===== config.mk =====
export PLATFORM = sky130hd
export DESIGN_NAME = bemr_locate
export DESIGN_NICKNAME = d
export VERILOG_FILES = /design/src/rtl/assert_macros.svh /design/src/rtl/bemr_pkg.sv /design/src/rtl/bemr_locate.sv
export SDC_FILE = /design/constraint.sdc
export NUM_CORES = 1
export LEC_CHECK = 0
export BUFFER_PORTS_ARGS = -buffer_cell sky130_fd_sc_hd__buf_2
export CAP_MARGIN = 0
export CORE_AREA = 2 2 119 121
export DETAILED_ROUTE_END_ITERATION = 16
export DIE_AREA = 0 0 121 123
export GPL_TIMING_DRIVEN = 0
export SYNTH_ARGS = -nofsm -noshare
export SYNTH_HDL_FRONTEND = slang
export SYNTH_SLANG_ARGS = --single-unit

===== constraint.sdc =====
create_clock -name vclk -period 6.8
set_input_delay 1.02 -clock vclk [all_inputs]
set_output_delay 1.02 -clock vclk [all_outputs]
set_load 0.01 [all_outputs]

===== src/rtl/assert_macros.svh =====
// Assertion macros for the RTL of the mirrored byte RAM.
// Depends on nothing; include by bare file name.
`ifndef ASSERT_MACROS_SVH
`define ASSERT_MACROS_SVH

// Same-cycle implication, disabled while reset is asserted.
`define BEMR_ASSERT_IMPL(lbl, clk, rst_n, ante, cons, msg) \
	lbl: assert property (@(posedge clk) disable iff (!rst_n) (ante) |-> (cons)) \
		else $error(msg);

// Next-cycle implication, disabled while reset is asserted.
`define BEMR_ASSERT_NEXT(lbl, clk, rst_n, ante, cons, msg) \
	lbl: assert property (@(posedge clk) disable iff (!rst_n) (ante) |=> (cons)) \
		else $error(msg);

`endif


===== src/rtl/bemr_pkg.sv =====
// Package of the mirrored byte RAM: widths, codes and reset values.
// Used by every module of the block; depends on nothing.
package bemr_pkg;

	localparam int STORE_ADDR_BITS_DEF = 16;

	localparam int ADDR_W = 64;
	localparam int BASE_W = 32;
	localparam int DATA_W = 64;
	localparam int HALF_W = 32;
	localparam int ROW_W  = 64;
	localparam int WIN_W  = 2 * ROW_W;

	localparam logic [1:0] CMD_READ  = 2'd0;
	localparam logic [1:0] CMD_WRITE = 2'd1;
	localparam logic [1:0] CMD_CLEAR = 2'd2;

	localparam logic [1:0] SIZE_8 = 2'd3;

	localparam logic [1:0] STATUS_DONE = 2'd0;
	localparam logic [1:0] STATUS_REJ  = 2'd1;
	localparam logic [1:0] STATUS_HALF = 2'd2;

	localparam logic CFG_DIRECT = 1'b0;
	localparam logic CFG_MIRROR = 1'b1;

	localparam logic [BASE_W-1:0] DIRECT_BASE_RST = 32'h0000_0000;
	localparam logic [BASE_W-1:0] MIRROR_BASE_RST = 32'h8000_0000;

endpackage


===== src/rtl/bemr_locate.sv =====
// Address check and window decode for one access part of up to four bytes.
// Depends on bemr_pkg.
module bemr_locate #(
	parameter int STORE_ADDR_BITS = bemr_pkg::STORE_ADDR_BITS_DEF
) (
	input  logic [bemr_pkg::ADDR_W-1:0] address,
	input  logic                        part,
	input  logic [2:0]                  nbytes,
	input  logic [bemr_pkg::BASE_W-1:0] direct_base,
	input  logic [bemr_pkg::BASE_W-1:0] mirror_base,
	output logic                        ok,
	output logic [STORE_ADDR_BITS-1:0]  off
);

	localparam int A = STORE_ADDR_BITS;
	localparam logic [A:0] WIN_BYTES = {1'b1, {A{1'b0}}};
	localparam logic [32:0] ADDR_TOP = 33'h0_FFFF_FFFF;

	logic        hi_bad;
	logic [32:0] a33;
	logic [32:0] lim;
	logic        range_bad;
	logic [31:0] a32;
	logic        d_borrow;
	logic [31:0] d_rel;
	logic        m_borrow;
	logic [31:0] m_rel;
	logic        in_d;
	logic        in_m;
	logic        d_over;
	logic        m_over;

	always_comb begin
		hi_bad    = |address[63:32];
		// second half of an eight-byte access starts four bytes on
		a33       = {1'b0, address[31:0]} + (part ? 33'd4 : 33'd0);
		lim       = ADDR_TOP - {30'b0, nbytes};
		range_bad = a33 > lim;
		a32       = a33[31:0];

		{d_borrow, d_rel} = {1'b0, a32} - {1'b0, direct_base};
		{m_borrow, m_rel} = {1'b0, a32} - {1'b0, mirror_base};
		in_d = !d_borrow && (d_rel[31:A] == '0);
		in_m = !m_borrow && (m_rel[31:A] == '0);
		d_over = ({1'b0, d_rel[A-1:0]} + {{(A-2){1'b0}}, nbytes}) > WIN_BYTES;
		m_over = ({1'b0, m_rel[A-1:0]} + {{(A-2){1'b0}}, nbytes}) > WIN_BYTES;

		// first byte picks the window, direct first; an overrun never falls through
		if (hi_bad || range_bad) begin
			ok = 1'b0;
		end else if (in_d) begin
			ok = !d_over;
		end else begin
			ok = in_m && !m_over;
		end
		off = in_d ? d_rel[A-1:0] : m_rel[A-1:0];
	end

endmodule


==> metrics.csv, run 1 <==
stage,metric,value,unit
run_status,status,"finished, final reports clean",
die,coreArea,13600,sq um
die,io_pins,149,
die,die_h,123,um
cells_and_area,area_delta_synth_final,31.3,%
critical_path,worstPathArrival,5630,ps
routing,wl_per_cell,16.9,um
routing,avgViaCountPerCell,5.74,
cells_and_area,final_layout_size_suffix_gt1_share,30.3,%
global_routing,grt_pass1_wl,29200,um
cells_and_area,multi_input_comb_area,5400,sq um
place,hpwl,16200,um
cells_and_area,num_antenna_cells,0,
sta,fin_ws,146,ps
run,max_cap_viol_count,0,
synth,synth_cells,782,
sta,hold_viol_final,0,
place,placed_cell_area,6310,sq um
power,p_leak,3.33,nW
sta,max_freq,0.150,GHz
place,place.gp.congestion,0.924,
critical_path,crit_path_end,off[11],
global_routing,antenna_found_initial,0,
routing,postRouteAntennaNets,0,
sta,max_slew_margin,56.5,%
synth,syn_nets,994,
critical_path,cp_max_fo,10,
cells_and_area,fin_cells,1134,
global_routing,grt_pass1_vias,5935,
global_routing,grtUsageTotal,24.3,%
global_routing,overflow,0,
synth,synth_area,5340,sq um
sta,whs,2440,ps
routing,drc,0,
critical_path,cp-startpoint,address[2],
min_path,holdPathStages,4,
cells_and_area,n_clock_buffer,0,
power,power_density,97.7,nW/um^2
power,fin_total_pwr,0.684,mW
critical_path,worstSetupStartpointType,input pin,
cells_and_area,layout_common_cells,"buf_2, inv_1, ha_1",
cells_and_area,nFillCells,1418,
synth,syn_area_per_cell,6.82,sq um
die,die-area,14900,sq um
power,vdd_drop_max,0.0452,mV
die,rows,43,
die,start_util,39.2,%
critical_path,criticalPathCategory,input pin to output pin,
die,die_w,121,um
critical_path,required,5780,ps
synth,yosysWarnings,0,
cells_and_area,layout_commonest_cell,buf_2,
sta,setup_viol,0,
cells_and_area,fin_nets,1168,
synth,ys_seq_area_share,0,%
sta,finalMaxSlewViolations,0,
place,dpl_worst_slack,-563,ps
cells_and_area,seq_cells,0,
place,dp.cells,1111,
cells_and_area,regArea,0,sq um
routing,drt_iter0_markers,459,
min_path,hp-class,input pin to output pin,
cells_and_area,stdcell_area,7000,sq um
place,port_buffers,149,
global_routing,grt_max_degree,11,
critical_path,cp-end-kind,output pin,
routing,vias,6507,
sta,min_period_over_period,97.8,%
sta,finalCriticalPeriod,6650,ps
routing,firstDrtPassIters,6,
sta,tightestPinTransition,644,ps
synth,synthDistinctLibCells,79,
routing,routed_wl,19100,um
[worst max-delay path: stages]
cell,delay (ps)
buf_2,110
ha_1,220
ha_4,200
nand2_4,120
nor2_4,60
and3_4,210
xor2_4,160
ha_1,270
buf_4,150
nand2_1,80
o21ai_2,140
a21oi_1,80
a21bo_4,240
a311oi_4,140
o311a_2,370
or3_1,340
or4_4,540
or4_4,530
buf_12,190
mux2_4,290
buf_2,150
[per-stage QoR]
stage | setup TNS (ps) | util [%]
2_1_floorplan | 0 | -
3_3_place_gp | -7350 | 46.3
3_5_place_dp | -7110 | 46.3
4_1_cts | 0 | 48.3
5_1_grt | -24.8 | 51.5
6_report | 0 | 51.5
[cells in the mapped netlist (all sizes together), types with 4 or more instances]
| library cell | count | area share (%) |
|---|---|---|
| mux2i | 11 | 2.1 |
| buf | 6 | 1.1 |
| and2 | 7 | 0.84 |
| nand4 | 26 | 3.0 |
| o31ai | 8 | 1.1 |
| and4 | 5 | 0.82 |
| ha | 76 | 18 |
| o41ai | 5 | 0.82 |
| nor2 | 52 | 3.7 |
| o2111ai | 5 | 0.82 |
| o21a | 4 | 0.56 |
| and3 | 7 | 0.82 |
| nor2b | 7 | 0.82 |
| nor4 | 21 | 2.6 |
| o21bai | 6 | 0.84 |
| or4 | 8 | 1.2 |
| o211ai | 7 | 1.1 |
| nor3 | 23 | 2.2 |
| a41oi | 4 | 0.66 |
| nand2 | 68 | 4.8 |
| fa | 4 | 1.5 |
| nand3 | 24 | 2.3 |
| a21boi | 6 | 0.84 |
| a21o | 15 | 2.1 |
| a211oi | 12 | 1.7 |
| a211o | 4 | 0.66 |
| a21oi | 66 | 6.9 |
| a31oi | 11 | 1.6 |
| mux2 | 9 | 2.0 |
| xnor2 | 44 | 7.2 |
| clkbuf | 14 | 1.0 |
| nand2b | 8 | 0.94 |
| o221ai | 4 | 0.66 |
| inv | 87 | 6.1 |
| o21ai | 41 | 4.0 |
| xor2 | 31 | 5.1 |
[per-layer routing]
| metal | up-vias | track usage (%) | wire, um |
|---|---|---|---|
| met1 | 2977 | 34.0 | 8600 |
| met5 | - | 0 | 0 |
| li1 | 3252 | - | - |
| met4 | 0 | 4.43 | 406 |
| met3 | 26 | 0.554 | 1260 |
| met2 | 252 | 42.1 | 8880 |
[final cells by class]
cell class                 instances  share of cell area (%)
tap                              180                    3.22
multi-input combinational        675                    77.2
buffer                            15                    1.29
inverter                          87                    4.66
timing repair buffer             177                    13.7
[how the worst min path moves through the flow]
stage	start	to
final	direct_base[0]	off[0]
after global routing	mirror_base[0]	off[0]
after CTS	direct_base[0]	off[0]
after detailed placement	direct_base[0]	off[0]
after global placement	direct_base[0]	off[0]
after floorplan	direct_base[0]	off[0]
[timing repair]
action	CTS	global route
hold buffers	0	0
endpoints found under the setup margin	17	17
pin swaps	12	32
resized for setup	36	72
cloned	0	0
setup buffers	13	15
[report_power, final]
group | internal (mW) | switching [mW]
Sequential | 0 | 0
Clock | 0 | 0
Combinational | 0.289 | 0.396
[kinds of logic after synthesis]
kind of cell / synth area share (%)
buf+inv: 8.18
mux: 4.10
compound gates: 29.1
fa+ha+maj: 19.3
xor+xnor: 12.3
simple gates: 27.0
(Power assumes the default switching activity.)
==> inputs of run 2 (changes only) <==
BUFFER_PORTS_ARGS = unset   (was -buffer_cell sky130_fd_sc_hd__buf_2)
DONT_BUFFER_PORTS = 1   (was unset)
GPL_TIMING_DRIVEN = 1   (was 0)
==> run 2 against run 1 <==
Against the previous run: routed wire length is 3.2% lower; cell area is 17% lower; sequential cell count stayed put; fmax is 1.1% higher; critical path depth is 3 lower.
==> metrics.csv, run 2 (synthesized netlist as in run 1, its figures left out) <==
stage,metric,value,unit,change
sta,max_freq,0.152,GHz,+1.1%
critical_path,crit_cells,18,,-14%
power,pwr-share-clk,0,%,unchanged
critical_path,crit_path_end,off[10],,
cells_and_area,fin_nets,1009,,-14%
cells_and_area,regArea,0,sq um,unchanged
sta,finalCriticalPeriod,6580,ps,-72.5 ps
sta,whs,2280,ps,-164 ps
place,place.gp.congestion,0.983,,+6.4%
clocking,cts_hold_buf,0,,unchanged
place,placed_cell_area,5650,sq um,-10%
global_routing,grtUsageTotal,24.0,%,-0.27 points
cells_and_area,layout_commonest_cell,inv_1,,
cells_and_area,stdcell_area,5800,sq um,-17%
global_routing,overflow,0,,unchanged
power,internal-power,0.242,mW,-16%
die,rows,43,,unchanged
cells_and_area,final_layout_size_suffix_gt1_share,10.6,%,-20 points
place,hpwl,16200,um,+0.34%
place,dpl_worst_slack,-8.81,ps,+554 ps
die,die_w,121,um,unchanged
place,port_buffers,0,,-100%
routing,firstDrtPassIters,5,,-1
critical_path,max_stage_delay,480,ps,-60 ps
routing,wl_per_cell,19.0,um,+13%
cells_and_area,fin_cells,976,,-14%
routing,routed_wl,18500,um,-3.2%
global_routing,antenna_found_initial,0,,unchanged
cells_and_area,layout_common_cells,"inv_1, ha_1, nand2_1",,
critical_path,cp_max_fo,16,,+6
power,power_density,103,nW/um^2,+5.3%
die,io_pins,149,,unchanged
die,die_h,123,um,unchanged
power,seq_power_share,0,%,unchanged
critical_path,path_buf_inv,2,,-2
die,coreArea,13600,sq um,unchanged
power,swShare,59.4,%,+1.6 points
critical_path,cp-end-kind,output pin,,
routing,vias,5892,,-9.5%
sta,tightestPinTransition,702,ps,+58.0 ps
critical_path,required,5780,ps,about the same
critical_path,worstSetupStartpointType,input pin,,
die,die-area,14900,sq um,unchanged
sta,hold_viol_final,0,,unchanged
sta,finalMaxSlewViolations,0,,unchanged
cells_and_area,nFillCells,1443,,+1.8%
die,start_util,39.2,%,unchanged
cells_and_area,area_delta_synth_final,8.72,%,
run,max_cap_viol_count,0,,unchanged
run_status,status,"finished, final reports clean",,
sta,min_period_over_period,96.8,%,-1.1 points
routing,postRouteAntennaNets,0,,unchanged
min_path,hp-class,input pin to output pin,,
critical_path,cp-startpoint,address[2],,
cells_and_area,n_clock_buffer,0,,unchanged
power,vdd_drop_max,0.0377,mV,-17%
critical_path,cp_cell_sequence,ha_1 -> and3_1 -> nand2_1 -> nor4_2 -> xor2_1 -> buf_4 -> ha_2 -> a21oi_1 -> o21ai_1 -> a2111oi_1 -> o21ai_0 -> a21boi_1 -> mux2i_1 -> o211ai_1 -> or4_1 -> or4_1 -> buf_4 -> mux2_4,,
critical_path,slowest_stage,or4_1,,
sta,fin_ws,219,ps,+72.5 ps
sta,max_slew_margin,52.8,%,-3.7 points
routing,drc,0,,unchanged
critical_path,criticalPathCategory,input pin to output pin,,
power,p_switching,0.354,mW,-10%
power,p_leak,2.58,nW,-23%
routing,avgViaCountPerCell,6.04,,+5.2%
critical_path,worstPathArrival,5560,ps,-70 ps
global_routing,grt_pass1_vias,5593,,-5.8%
cells_and_area,multi_input_comb_area,5000,sq um,-7.5%
sta,setup_viol,0,,unchanged
routing,drt_iter0_markers,417,,-9.2%
critical_path,crit_family,simple AND/OR/NAND/NOR gates,,
place,dp.cells,968,,-13%
cells_and_area,seq_cells,0,,unchanged
power,power_frac_comb,100.0,%,about the same
global_routing,grt_pass1_wl,28600,um,-2.0%
global_routing,grt_max_degree,17,,+6
==> run 2: cell count changes in the layout (fill, tap and decap cells not counted), moves of 4 or more <==
cell,before,now
clkbuf_1,8,0
xnor2_2,9,5
o21ai_0,31,36
ha_1,68,73
ha_4,5,0
o21ai_2,6,2
a21oi_2,10,5
buf_2,149,0
xnor2_1,34,39
xor2_1,26,30
a21oi_1,53,59
==> run 2: power by group through the flow <==
| stage | clock (mW) | sequential, mW | combinational (mW) |
|---|---|---|---|
| CTS | 0 | 0 | 0.579 |
| finish | 0.0000000197 | 0 | 0.596 |
| floorplan | 0 | 0 | 0.433 |
| global route | 0 | 0 | 0.655 |
| detailed placement | 0 | 0 | 0.575 |
| global placement | 0 | 0 | 0.579 |
==> run 2: worst min-delay path by stage <==
stage / from / to / slack (ps) / depth (start not counted)
2_1_floorplan: direct_base[0] / off[0] / 2250 / 2
3_3_place_gp: direct_base[0] / off[0] / 2280 / 2
3_5_place_dp: mirror_base[0] / off[0] / 2280 / 2
4_1_cts: mirror_base[0] / off[0] / 2280 / 2
5_1_grt: mirror_base[0] / off[0] / 2290 / 2
6_report: mirror_base[0] / off[0] / 2280 / 2
==> run 2: cell type report <==
class	count	share of cell area (%)
multi-input cells	675	86.2
inverters	87	5.63
diodes	1	0.0431
well taps	180	3.88
repair buffers	33	4.27
==> run 2: per-layer routing <==
layer | share of wire, % | track usage [%] | routed length, um
met5 | 0 | 0 | 0
met4 | 1.8 | 4.14 | 340
met3 | 7.1 | 3.74 | 1320
met2 | 47 | 42.1 | 8780
met1 | 44 | 31.4 | 8100
==> run 2: metrics by stage <==
step	util (%)	TNS, ps	power, mW
5_1_grt	42.6	-427	0.655
3_3_place_gp	41.5	0	0.579
2_1_floorplan	-	0	0.433
3_5_place_dp	41.5	-14.1	0.575
6_report	42.6	0	0.596
4_1_cts	41.6	0	0.579
==> run 2: what timing repair did <==
action,CTS,global route
resized for setup,0,22
endpoints found under the setup margin,8,17
pin swaps,1,6
gates cloned,0,0
endpoints found under the hold margin,0,0
buffers inserted,2,5
